--- config.mk ---
export PLATFORM = sky130hd
export DESIGN_NAME = heat_cool_relay_controller_flat
export DESIGN_NICKNAME = d
export VERILOG_FILES = /design/src/sv/hcrc_pkg.sv /design/src/sv/hcrc_if.sv /design/src/sv/heat_cool_relay_controller.sv /design/src/flat_wrapper.sv
export SDC_FILE = /design/constraint.sdc
export NUM_CORES = 1
export LEC_CHECK = 0
export BUFFER_PORTS_ARGS = -buffer_cell sky130_fd_sc_hd__buf_4
export CORE_MARGIN = 2
export CORE_UTILIZATION = 35
export DETAILED_ROUTE_END_ITERATION = 16
export GPL_ROUTABILITY_DRIVEN = 0
export PLACE_DENSITY = 0.58
export RECOVER_POWER = 25
export SYNTH_ARGS = -nofsm -noshare
export SYNTH_HDL_FRONTEND = slang
export SYNTH_SLANG_ARGS = --single-unit
--- constraint.sdc ---
create_clock -name clk -period 14.6 [get_ports clk]
set_input_delay 2.92 -clock clk [delete_from_list [all_inputs] [get_ports clk]]
set_output_delay 2.92 -clock clk [all_outputs]
set_load 0.02 [all_outputs]
--- src/sv/hcrc_pkg.sv ---
`timescale 1ns / 1ps
// ----------------------------------------------------------------------------
// hcrc_pkg
// Shared types and constants for the heat/cool relay controller.
// ----------------------------------------------------------------------------
package hcrc_pkg;

  localparam int TIME_BITS = 32;
  localparam int TEMP_BITS = 14;
  localparam int CFG_BITS  = 16;
  localparam int IDX_BITS  = 3;
  // working width for temperature sums and differences
  localparam int TW        = TEMP_BITS + 3;

  typedef logic        [TIME_BITS-1:0] time_t;
  typedef logic signed [TEMP_BITS-1:0] temp_t;
  typedef logic signed [TW-1:0]        temp_w_t;
  typedef logic        [CFG_BITS-1:0]  secs_t;
  typedef logic        [IDX_BITS-1:0]  cfg_idx_t;

  typedef enum logic [1:0] {
    MODE_OFF     = 2'd0,
    MODE_ON      = 2'd1,
    MODE_PENDING = 2'd2
  } mode_t;

  // register indexes
  localparam cfg_idx_t REG_HEAT_MIN_OFF = 3'd0;
  localparam cfg_idx_t REG_COOL_TO_HEAT = 3'd1;
  localparam cfg_idx_t REG_COOL_MIN_OFF = 3'd2;
  localparam cfg_idx_t REG_HEAT_TO_COOL = 3'd3;
  localparam cfg_idx_t REG_COOL_MIN_ON  = 3'd4;

  // register reset values
  localparam secs_t HEAT_MIN_OFF_RST = 16'd300;
  localparam secs_t COOL_TO_HEAT_RST = 16'd300;
  localparam secs_t COOL_MIN_OFF_RST = 16'd300;
  localparam secs_t HEAT_TO_COOL_RST = 16'd300;
  localparam secs_t COOL_MIN_ON_RST  = 16'd120;

  // temperature constants, 1/16 degree
  localparam temp_w_t WARM_FAR_DIFF  = TW'(80);   // 5.0
  localparam temp_w_t WARM_NEAR_DIFF = TW'(32);   // 2.0
  localparam temp_w_t WARM_FAR_LIM   = TW'(160);  // 10
  localparam temp_w_t WARM_NEAR_LIM  = TW'(80);   // 5
  localparam temp_w_t COOL_DIFF      = -TW'(80);  // -5.0
  localparam temp_w_t COOL_LIM       = TW'(320);  // 20
  localparam temp_w_t BAND_HI        = TW'(8);    // 0.5
  localparam temp_w_t BAND_LO        = -TW'(8);   // -0.5

  typedef struct packed {
    time_t now_seconds;
    temp_t setpoint_temp;
    temp_t beer_temp;
    temp_t chamber_temp;
    temp_t loop_target;
  } item_t;

endpackage

--- src/sv/hcrc_if.sv ---
`timescale 1ns / 1ps
// ----------------------------------------------------------------------------
// hcrc_if
// Channel interfaces: configuration writes, input samples, relay results.
// ----------------------------------------------------------------------------
interface hcrc_cfg_if import hcrc_pkg::*; ();
  logic     valid;
  logic     ready;
  cfg_idx_t index;
  secs_t    data;

  modport source (output valid, index, data, input ready);
  modport sink   (input valid, index, data, output ready);
endinterface

interface hcrc_in_if import hcrc_pkg::*; ();
  logic  valid;
  logic  ready;
  time_t now_seconds;
  temp_t setpoint_temp;
  temp_t beer_temp;
  temp_t chamber_temp;
  temp_t loop_target;

  modport source (output valid, now_seconds, setpoint_temp, beer_temp, chamber_temp,
                  loop_target, input ready);
  modport sink   (input valid, now_seconds, setpoint_temp, beer_temp, chamber_temp,
                  loop_target, output ready);
endinterface

interface hcrc_out_if import hcrc_pkg::*; ();
  logic        valid;
  logic        ready;
  logic        heat_relay;
  logic        cool_relay;
  logic [1:0]  heat_mode;
  logic [1:0]  cool_mode;

  modport source (output valid, heat_relay, cool_relay, heat_mode, cool_mode, input ready);
  modport sink   (input valid, heat_relay, cool_relay, heat_mode, cool_mode, output ready);
endinterface

--- src/sv/heat_cool_relay_controller.sv ---
`timescale 1ns / 1ps
// ----------------------------------------------------------------------------
// heat_cool_relay_controller
// Thermostat with short-cycle protection for heat and cool relays.
// ----------------------------------------------------------------------------
// An input transaction passes through the input register, then the result register.
// One item per cycle unless result stalls; the result register parts the two channels.
// Relay state and off/on stamps update as an item moves into the result register.
// Reset (rst, synchronous): relays off, stamps zero, timing registers at defaults.
module heat_cool_relay_controller import hcrc_pkg::*; (
  input  logic       clk,
  input  logic       rst,
  hcrc_cfg_if.sink   cfg,
  hcrc_in_if.sink    item,
  hcrc_out_if.source result
);

  secs_t heat_min_off;
  secs_t cool_to_heat;
  secs_t cool_min_off;
  secs_t heat_to_cool;
  secs_t cool_min_on;

  mode_t heat_state, heat_state_next;
  mode_t cool_state, cool_state_next;
  time_t heat_off_stamp, heat_off_stamp_next;
  time_t cool_on_stamp, cool_on_stamp_next;
  time_t cool_off_stamp, cool_off_stamp_next;

  logic  s1_valid;
  item_t s1;
  logic  out_valid;
  logic  advance;

  assign cfg.ready   = 1'b1;
  assign advance     = s1_valid && (!out_valid || result.ready);
  assign item.ready  = !s1_valid || advance;
  assign result.valid = out_valid;

  always_ff @(posedge clk) begin
    if (rst) begin
      heat_min_off <= HEAT_MIN_OFF_RST;
      cool_to_heat <= COOL_TO_HEAT_RST;
      cool_min_off <= COOL_MIN_OFF_RST;
      heat_to_cool <= HEAT_TO_COOL_RST;
      cool_min_on  <= COOL_MIN_ON_RST;
    end else if (cfg.valid) begin
      unique case (cfg.index)
        REG_HEAT_MIN_OFF: heat_min_off <= cfg.data;
        REG_COOL_TO_HEAT: cool_to_heat <= cfg.data;
        REG_COOL_MIN_OFF: cool_min_off <= cfg.data;
        REG_HEAT_TO_COOL: heat_to_cool <= cfg.data;
        REG_COOL_MIN_ON:  cool_min_on  <= cfg.data;
        default: ;
      endcase
    end
  end

  // input register
  always_ff @(posedge clk) begin
    if (rst) begin
      s1_valid <= 1'b0;
    end else if (item.ready) begin
      s1_valid <= item.valid;
    end
  end

  always_ff @(posedge clk) begin
    if (item.valid && item.ready) begin
      s1.now_seconds   <= item.now_seconds;
      s1.setpoint_temp <= item.setpoint_temp;
      s1.beer_temp     <= item.beer_temp;
      s1.chamber_temp  <= item.chamber_temp;
      s1.loop_target   <= item.loop_target;
    end
  end

  // target clamp and deadband
  temp_w_t setp, beer, chamber, target_in, diff, target_a, target_c, err;
  logic    want_cool, want_heat;

  always_comb begin
    setp      = TW'(s1.setpoint_temp);
    beer      = TW'(s1.beer_temp);
    chamber   = TW'(s1.chamber_temp);
    target_in = TW'(s1.loop_target);
    diff      = setp - beer;
    target_a  = target_in;
    target_c  = target_in;
    if (setp > beer) begin
      if (diff < WARM_FAR_DIFF && target_in > beer + WARM_FAR_LIM) begin
        target_a = beer + WARM_FAR_LIM;
      end
      target_c = target_a;
      if (diff < WARM_NEAR_DIFF && target_a > beer + WARM_NEAR_LIM) begin
        target_c = beer + WARM_NEAR_LIM;
      end
    end else begin
      if (diff < COOL_DIFF && target_in < beer - COOL_LIM) begin
        target_c = beer - COOL_LIM;
      end
    end
    err       = chamber - target_c;
    want_cool = err > BAND_HI;
    want_heat = !want_cool && (err < BAND_LO);
  end

  // relay timing; all requests in one step see the stamps from before it
  time_t el_heat_off, el_cool_off, el_cool_on;
  logic  heat_can_on, cool_can_on, cool_can_off;

  always_comb begin
    el_heat_off  = s1.now_seconds - heat_off_stamp;
    el_cool_off  = s1.now_seconds - cool_off_stamp;
    el_cool_on   = s1.now_seconds - cool_on_stamp;
    heat_can_on  = (el_heat_off > TIME_BITS'(heat_min_off)) &&
                   (el_cool_off > TIME_BITS'(cool_to_heat));
    cool_can_on  = (el_cool_off > TIME_BITS'(cool_min_off)) &&
                   (el_heat_off > TIME_BITS'(heat_to_cool));
    cool_can_off = (cool_state == MODE_ON) && (el_cool_on > TIME_BITS'(cool_min_on));
  end

  always_comb begin
    heat_state_next     = heat_state;
    cool_state_next     = cool_state;
    heat_off_stamp_next = heat_off_stamp;
    cool_on_stamp_next  = cool_on_stamp;
    cool_off_stamp_next = cool_off_stamp;

    if (want_heat) begin
      if (heat_state != MODE_ON) begin
        heat_state_next = heat_can_on ? MODE_ON : MODE_PENDING;
      end
    end else begin
      if (heat_state == MODE_ON) begin
        heat_off_stamp_next = s1.now_seconds;
      end
      heat_state_next = MODE_OFF;
    end

    if (want_cool) begin
      if (cool_state != MODE_ON) begin
        if (cool_can_on) begin
          cool_state_next    = MODE_ON;
          cool_on_stamp_next = s1.now_seconds;
        end else begin
          cool_state_next = MODE_PENDING;
        end
      end
    end else if (cool_can_off) begin
      cool_state_next     = MODE_OFF;
      cool_off_stamp_next = s1.now_seconds;
    end
  end

  always_ff @(posedge clk) begin
    if (rst) begin
      heat_state     <= MODE_OFF;
      cool_state     <= MODE_OFF;
      heat_off_stamp <= '0;
      cool_on_stamp  <= '0;
      cool_off_stamp <= '0;
    end else if (advance) begin
      heat_state     <= heat_state_next;
      cool_state     <= cool_state_next;
      heat_off_stamp <= heat_off_stamp_next;
      cool_on_stamp  <= cool_on_stamp_next;
      cool_off_stamp <= cool_off_stamp_next;
    end
  end

  // result register
  always_ff @(posedge clk) begin
    if (rst) begin
      out_valid <= 1'b0;
    end else if (!out_valid || result.ready) begin
      out_valid <= s1_valid;
    end
  end

  always_ff @(posedge clk) begin
    if (advance) begin
      result.heat_relay <= (heat_state_next == MODE_ON);
      result.cool_relay <= (cool_state_next == MODE_ON);
      result.heat_mode  <= heat_state_next;
      result.cool_mode  <= cool_state_next;
    end
  end

endmodule

--- src/flat_wrapper.sv ---
// flat-port wrapper written by rule: the top's interface ports become plain ports
module heat_cool_relay_controller_flat import hcrc_pkg::*;
  (clk, rst, cfg_valid, cfg_index, cfg_data, cfg_ready, item_valid, item_now_seconds, item_setpoint_temp, item_beer_temp, item_chamber_temp, item_loop_target, item_ready, result_valid, result_heat_relay, result_cool_relay, result_heat_mode, result_cool_mode, result_ready);
  hcrc_cfg_if cfg_i ();
  hcrc_in_if item_i ();
  hcrc_out_if result_i ();
  input  logic clk;
  input  logic rst;
  input wire logic [$bits(cfg_i.valid)-1:0] cfg_valid;
  input wire logic [$bits(cfg_i.index)-1:0] cfg_index;
  input wire logic [$bits(cfg_i.data)-1:0] cfg_data;
  output wire logic [$bits(cfg_i.ready)-1:0] cfg_ready;
  input wire logic [$bits(item_i.valid)-1:0] item_valid;
  input wire logic [$bits(item_i.now_seconds)-1:0] item_now_seconds;
  input wire logic [$bits(item_i.setpoint_temp)-1:0] item_setpoint_temp;
  input wire logic [$bits(item_i.beer_temp)-1:0] item_beer_temp;
  input wire logic [$bits(item_i.chamber_temp)-1:0] item_chamber_temp;
  input wire logic [$bits(item_i.loop_target)-1:0] item_loop_target;
  output wire logic [$bits(item_i.ready)-1:0] item_ready;
  output wire logic [$bits(result_i.valid)-1:0] result_valid;
  output wire logic [$bits(result_i.heat_relay)-1:0] result_heat_relay;
  output wire logic [$bits(result_i.cool_relay)-1:0] result_cool_relay;
  output wire logic [$bits(result_i.heat_mode)-1:0] result_heat_mode;
  output wire logic [$bits(result_i.cool_mode)-1:0] result_cool_mode;
  input wire logic [$bits(result_i.ready)-1:0] result_ready;
  assign cfg_i.valid = cfg_valid;
  assign cfg_i.index = cfg_index;
  assign cfg_i.data = cfg_data;
  assign cfg_ready = cfg_i.ready;
  assign item_i.valid = item_valid;
  assign item_i.now_seconds = item_now_seconds;
  assign item_i.setpoint_temp = item_setpoint_temp;
  assign item_i.beer_temp = item_beer_temp;
  assign item_i.chamber_temp = item_chamber_temp;
  assign item_i.loop_target = item_loop_target;
  assign item_ready = item_i.ready;
  assign result_valid = result_i.valid;
  assign result_heat_relay = result_i.heat_relay;
  assign result_cool_relay = result_i.cool_relay;
  assign result_heat_mode = result_i.heat_mode;
  assign result_cool_mode = result_i.cool_mode;
  assign result_i.ready = result_ready;
  heat_cool_relay_controller u_core (.clk(clk), .rst(rst), .cfg(cfg_i), .item(item_i), .result(result_i));
endmodule
==> qor.yml, run 1 <==
status: "finished, violations left"
violations: "capacitance limit, slew limit"
synthCells: 2510
grt_util_all_layers_pct: 19.15
dieArea_sq_um: 61660
final_common_cell: "nand2_1"
cts.sinks: 276
use_met1_pct: 24.62
fin_crit_ns: 10.26
synthAdderAreaFrac_pct: 15.36
max_freq_mhz: 97.45
slew_violations: 38
synth_top_family_by_area: "compound AO/OA/AOI/OAI gates"
grt_pass1_vias: 17749
comb_power_share_pct: 28.9
io_pins: 121
core_region_area_sq_um: 59020
hold_viol: 0
intPower_mw: 1.675
drtPass1Iterations: 5
wl_microns: 59790
synth_edf_count: 94
total_power_mw: 2.500
relSlewSlack_pct: -81.89
drive_gt1_share_pct: 8.128
start_kind: "flop"
min_path_cells: 2
seqPwrFrac_pct: 34.6
die_x_microns: 248.3
switching_share_pct: 33.02
holdBufCountCts: 0
yosys_warnings: 0
cts-root-buf: "clkbuf_16"
post_drt_via_cell_ratio: 5.455
fin_skew_ns: 0.02526
grt_use_met2_pct: 31.89
power_density_nw_per_um2: 106.2
synth_xor_area_share_pct: 4.402
antenna_found_initial: 0
cp_slowest_stage_delay_ns: 0.58
synth_compound_area_share_pct: 20.85
whs_ns: 0.4547
grt_max_degree: 97
crit_path_frequent_cell: "ha_1"
p_switching_mw: 0.8256
die_h_microns: 248.3
ys_ff_latch: 276
final_cell_mix: "nand2_1 (315), ha_1 (250), inv_1 (230)"
reg2regPathDepth: 40
area_delta_synth_final_pct: 12.70
avgSynthCellArea_sq_um: 8.323
cts_made_buffers: 35
pre_cts_ws_ns: 4.490
synthSimpleGateAreaFrac_pct: 17.41
clk_pin_slew_ns: 0.06
cp.arrival_ns: 10.67
hold_path_class: "flop to flop"
use_met3_pct: 2.489
clkLatencyLatePin_ns: 0.56
ys_seq_area_share_pct: 30.95
r2r-start: "u_core.beer[7]$_DFFE_PP_"
rows: 89
min_from: "u_core.heat_to_cool[4]$_SDFFE_PP0P_"
initial_core_util_pct: 35.40
synthFlopType: "dfxtp_1"
clockBufferDepth: 3
synth_area_leaders: "dfxtp_1 (17%), ha_1 (15%), edfxtp_1 (14%)"
endpoint_kind: "flop"
htreeDepth: 2
vdd_drop_max_mv: 0.09823
drc: 0
holdPathEnd: "u_core.heat_to_cool[4]$_SDFFE_PP0P_"
synth_top_area_share_pct: 17.44
ant_nets: 0
maxCapViolCount: 1
yosys.area.top_type: "dfxtp_1"
synth_area_sq_um: 20890
r2r_slack_ns: 4.34
path_class: "flop to flop"
fin_ws_ns: 4.338
r2r-end: "u_core.heat_off_stamp[11]$_SDFFE_PP0P_"
cts_tree: "yes"
setup_viol: 0
fin_tns_setup_ns: 0
post_cts_buffers: 0
fin_crit_sh_pct: 70.28
first_iter_violations: 1273
ys_types: 91
cts_resized: 0
rsz0062_at_grt: "false"
cp_max_fo: 32
portBuffers: 119
n_antenna_cell: 0
overflow: 0
grt_pass1_wl_microns: 94000
clkPwrFrac_pct: 36.5
wl_per_cell_microns: 17.75
synthMuxAreaShare_pct: 4.654
tightest_slew_ns: 2.728
p_leak_nw: 9.175
nets: 2935
dpl.hpwl_microns: 45920
postSynth.asyncResetShare_pct: 0
required_ns: 15.01
busiest_layer: "met2"
fin_util_pct: 39.89
cp_slowest_cell: "nand2_1"
syn_nets: 2876
vias: 18378
power groups by stage:
stage                     sequential [mW]  clock (mW)  combinational [mW]
after floorplan                     0.869           0               0.527
after global placement              0.881           0               0.697
after detailed placement            0.880           0               0.712
after CTS                           0.865       0.940               0.717
after global routing                0.870       0.969               0.803
final                               0.866       0.912               0.722
synth_stat cells, drive strengths merged (7+ instances only):
| cell | number |
|---|---|
| nand2 | 315 |
| ha | 250 |
| inv | 231 |
| a21oi | 205 |
| dfxtp | 182 |
| o21ai | 144 |
| nor2 | 135 |
| edfxtp | 94 |
| mux2i | 87 |
| clkbuf | 85 |
| nand3 | 80 |
| a21o | 79 |
| xnor2 | 71 |
| nand4 | 56 |
| o211ai | 38 |
| xor2 | 34 |
| nor3 | 32 |
| nor2b | 27 |
| a211oi | 23 |
| nand2b | 22 |
| buf | 21 |
| o21a | 19 |
| a2111oi | 17 |
| a31oi | 17 |
| and3 | 15 |
| o22ai | 15 |
| o21bai | 14 |
| or3 | 13 |
| nor4 | 12 |
| o31ai | 12 |
| or2 | 10 |
| a211o | 9 |
| and2 | 9 |
| mux2 | 9 |
| o311ai | 8 |
| a221oi | 7 |
| nor4b | 7 |
state kept, by name, indices dropped and copies added (netlist names), 2 cells and up:
name,flops
u_core.cool_min_off,16
u_core.heat_off_stamp,32
u_core.s1,60
u_core.chamber,14
u_core.cool_to_heat,16
u_core.cool_off_stamp,32
u_core.heat_min_off,16
u_core.beer,14
u_core.result.cool_mode,2
u_core.heat_state,2
u_core.cool_min_on,16
u_core.result.heat_mode,2
u_core.cool_on_stamp,32
u_core.heat_to_cool,16
u_core.cool_state,2
cell type report:
cell class                      instances  area [sq um]
Clock inverter                         14         220.2
Sequential cell                       276          6466
Clock buffer                           50         993.5
Inverter                              231         868.3
Multi-Input combinational cell       1897         13110
Timing Repair Buffer                  128         923.4
Fill cell                            5901         35470
Tap cell                              773         967.2
worst max-delay path, delay by kind of cell (launching register included):
family | cells | cell delay (ns)
AOI/OAI and AO/OA | 16 | 3.77
xor gates and xnor gates | 2 | 0.48
adders and majority gates | 5 | 1.37
buffers and inverters | 4 | 0.80
DFF | 1 | 0.50
muxes | 3 | 1.13
and+or+nand+nor | 10 | 2.03
metal layers:
metal / part of all wire [%] / wire (microns)
met5: 0 / 0
met4: 4.4 / 2642
met3: 4.8 / 2869
met2: 46 / 27280
met1: 45 / 26990
per-stage QoR:
step                      cell area [sq um]  instances
after global placement                22370       3305
after detailed placement              22370       3305
after floorplan                       20890       2510
after CTS                             23590       3369
after global routing                  23550       3369
final                                 23550       3369
how the worst max path moves through the flow:
stage / startpoint / end / slack, ns
finish: u_core.beer[7]$_DFFE_PP_ / u_core.heat_off_stamp[11]$_SDFFE_PP0P_ / 4.34
floorplan: u_core.beer[7]$_DFFE_PP_ / u_core.heat_off_stamp[1]$_SDFFE_PP0P_ / 5.86
CTS: u_core.beer[6]$_DFFE_PP_ / u_core.heat_off_stamp[1]$_SDFFE_PP0P_ / 4.44
detailed placement: u_core.beer[6]$_DFFE_PP_ / u_core.heat_off_stamp[11]$_SDFFE_PP0P_ / 4.49
global route: u_core.beer[6]$_DFFE_PP_ / u_core.heat_off_stamp[11]$_SDFFE_PP0P_ / 3.21
global placement: u_core.beer[6]$_DFFE_PP_ / u_core.heat_off_stamp[0]$_SDFFE_PP0P_ / 4.82
kinds of logic (layout without fill, tap and decap cells):
kind of cell,after synthesis,after routing
AO/OA/AOI/OAI,674,674
adder cells (fa/ha/maj),254,254
other,1,1
XOR/XNOR,105,105
flip-flops,276,276
buffers and inverters,337,423
multiplexers,96,96
AND/OR/NAND/NOR,767,767
Power figures use the tool's default switching activity.
==> run 2, diff against run 1 <==
==> constraint.sdc (replaced) <==
create_clock -name clk -period 10 [get_ports clk]
set_input_delay 2 -clock clk [delete_from_list [all_inputs] [get_ports clk]]
set_output_delay 2 -clock clk [all_outputs]
set_load 0.02 [all_outputs]
==> qor.yml, run 2 (synthesis results as in run 1) <==
status: "finished, violations left"
violations: "capacitance limit, slew limit"
wl_microns: 59420
hold_viol: 0
tightest_slew_ns: 2.685
grt_pass1_vias: 17821
drc: 0
relSlewSlack_pct: -79.01
setup_viol: 0
io_pins: 121
grt_util_all_layers_pct: 19.03
largest_reg_flops: 60
clk_pin_slew_ns: 0.06
maxCapViolCount: 1
initial_core_util_pct: 35.40
multi_input_area_sq_um: 13130
grt_max_degree: 69
cp.arrival_ns: 9.68
cts_tree: "yes"
first_iter_violations: 1203
final_common_cell: "nand2_1"
n_antenna_cell: 0
post_drt_via_cell_ratio: 5.440
ant_nets: 0
area_delta_synth_final_pct: 12.98
clockBufferDepth: 3
cts-root-buf: "clkbuf_16"
path_class: "flop to flop"
rsz0062_at_grt: "false"
overflow: 0
vdd_drop_max_mv: 0.1383
fin_util_pct: 39.99
cp_slowest_cell: "edfxtp_1"
portBuffers: 119
drive_gt1_share_pct: 8.564
start_kind: "flop"
cp_slowest_stage_delay_ns: 0.49
cts.sinks: 276
fin_crit_sh_pct: 92.71
fin_crit_ns: 9.271
power_density_nw_per_um2: 153.7
fin_skew_ns: 0.01969
total_power_mw: 3.629
clkLatencyLatePin_ns: 0.56
pre_cts_ws_ns: 0.4245
slew_violations: 38
cp_max_fo: 32
nets: 2943
rows: 89
final_cell_mix: "nand2_1 (315), ha_1 (250), inv_1 (230)"
fill_cells: 6016
dpl.hpwl_microns: 46200
fin_tns_setup_ns: 0
required_ns: 10.41
top_register: "u_core.s1"
htreeDepth: 2
endpoint_kind: "flop"
grt_pass1_wl_microns: 93640
hold_path_class: "flop to flop"
p_leak_nw: 9.208
wl_per_cell_microns: 17.60
cts_made_buffers: 35
crit_path_frequent_cell: "o21ai_0"
die_x_microns: 248.3
dieArea_sq_um: 61660
max_freq_mhz: 107.9
vias: 18371
seq_area_sq_um: 6466
drtPass1Iterations: 5
core_region_area_sq_um: 59020
die_h_microns: 248.3
antenna_found_initial: 0
fin_ws_ns: 0.7294
-- run 2: cell count changes in the layout (fill, tap and decap cells not counted), sizes merged --
cell and delta:
inv +4, bufinv -2, buf +8, clkbuf -3
clkinvlp +1
-- run 2: worst paths after layout --
| path | start | end | slack [ns] | cells past startpoint |
|---|---|---|---|---|
| worst min-delay path | u_core.cool_min_on[2]$_SDFFE_PP0P_ | u_core.cool_min_on[2]$_SDFFE_PP0P_ | 0.45 | 2 |
| worst min register to register | u_core.cool_min_on[2]$_SDFFE_PP0P_ | u_core.cool_min_on[2]$_SDFFE_PP0P_ | 0.45 | 2 |
| worst max register to register | u_core.beer[5]$_DFFE_PP_ | u_core.heat_off_stamp[5]$_SDFFE_PP0P_ | 0.73 | 39 |
| worst max-delay path | u_core.beer[5]$_DFFE_PP_ | u_core.heat_off_stamp[5]$_SDFFE_PP0P_ | 0.73 | 39 |
-- run 2: timing repair --
| item | 4_1_cts | 5_1_grt |
|---|---|---|
| hold buffers | 0 | 0 |
| setup buffers | 0 | 6 |
| setup endpoints to repair | 0 | 101 |
| gates resized for setup | 0 | 11 |
-- run 2: metal layers --
metal / GRT usage [%] / up-vias / part of all wire, %
met5: 0 / - / 0
met4: 7.020 / 0 / 3.5
met3: 2.176 / 116 / 4.4
met2: 32.48 / 471 / 46
met1: 24.64 / 8599 / 46
li1: - / 9185 / -
-- run 2: worst max-delay path: cells and delay by family (launching register included) --
| family | cells | cell delay [ns] |
|---|---|---|
| AND/OR/NAND/NOR | 12 | 1.89 |
| flip-flops | 1 | 0.49 |
| multiplexers | 2 | 0.61 |
| AO/OA/AOI/OAI | 16 | 3.66 |
| adder cells (fa/ha/maj) | 4 | 1.35 |
| buffers and inverters | 3 | 0.62 |
| XOR/XNOR | 2 | 0.46 |
-- run 2: layout make-up --
type / count / area share, %
sequential: 276 / 27.39
multi-input combinational: 1897 / 55.61
clock inverter: 17 / 0.8110
timing repair buffer: 136 / 4.204
tap: 773 / 4.098
inverter: 231 / 3.679
clock buffer: 47 / 4.204
-- run 2: report_power, final --
part / internal [mW] / switching (mW) / leakage (nW)
combinational: 0.434 / 0.629 / 6.24
clock: 0.764 / 0.537 / 0.582
sequential: 1.22 / 0.0485 / 2.39
total: 2.41 / 1.21 / 9.21
-- run 2: metrics by stage --
step           hold slack (ns)  cells  area [sq um]
3_5_place_dp            0.4481   3307         22390
5_1_grt                 0.4685   3377         23600
2_1_floorplan           0.4347   2510         20890
3_3_place_gp            0.4436   3307         22390
4_1_cts                 0.4562   3371         23570
6_report                0.4542   3377         23600
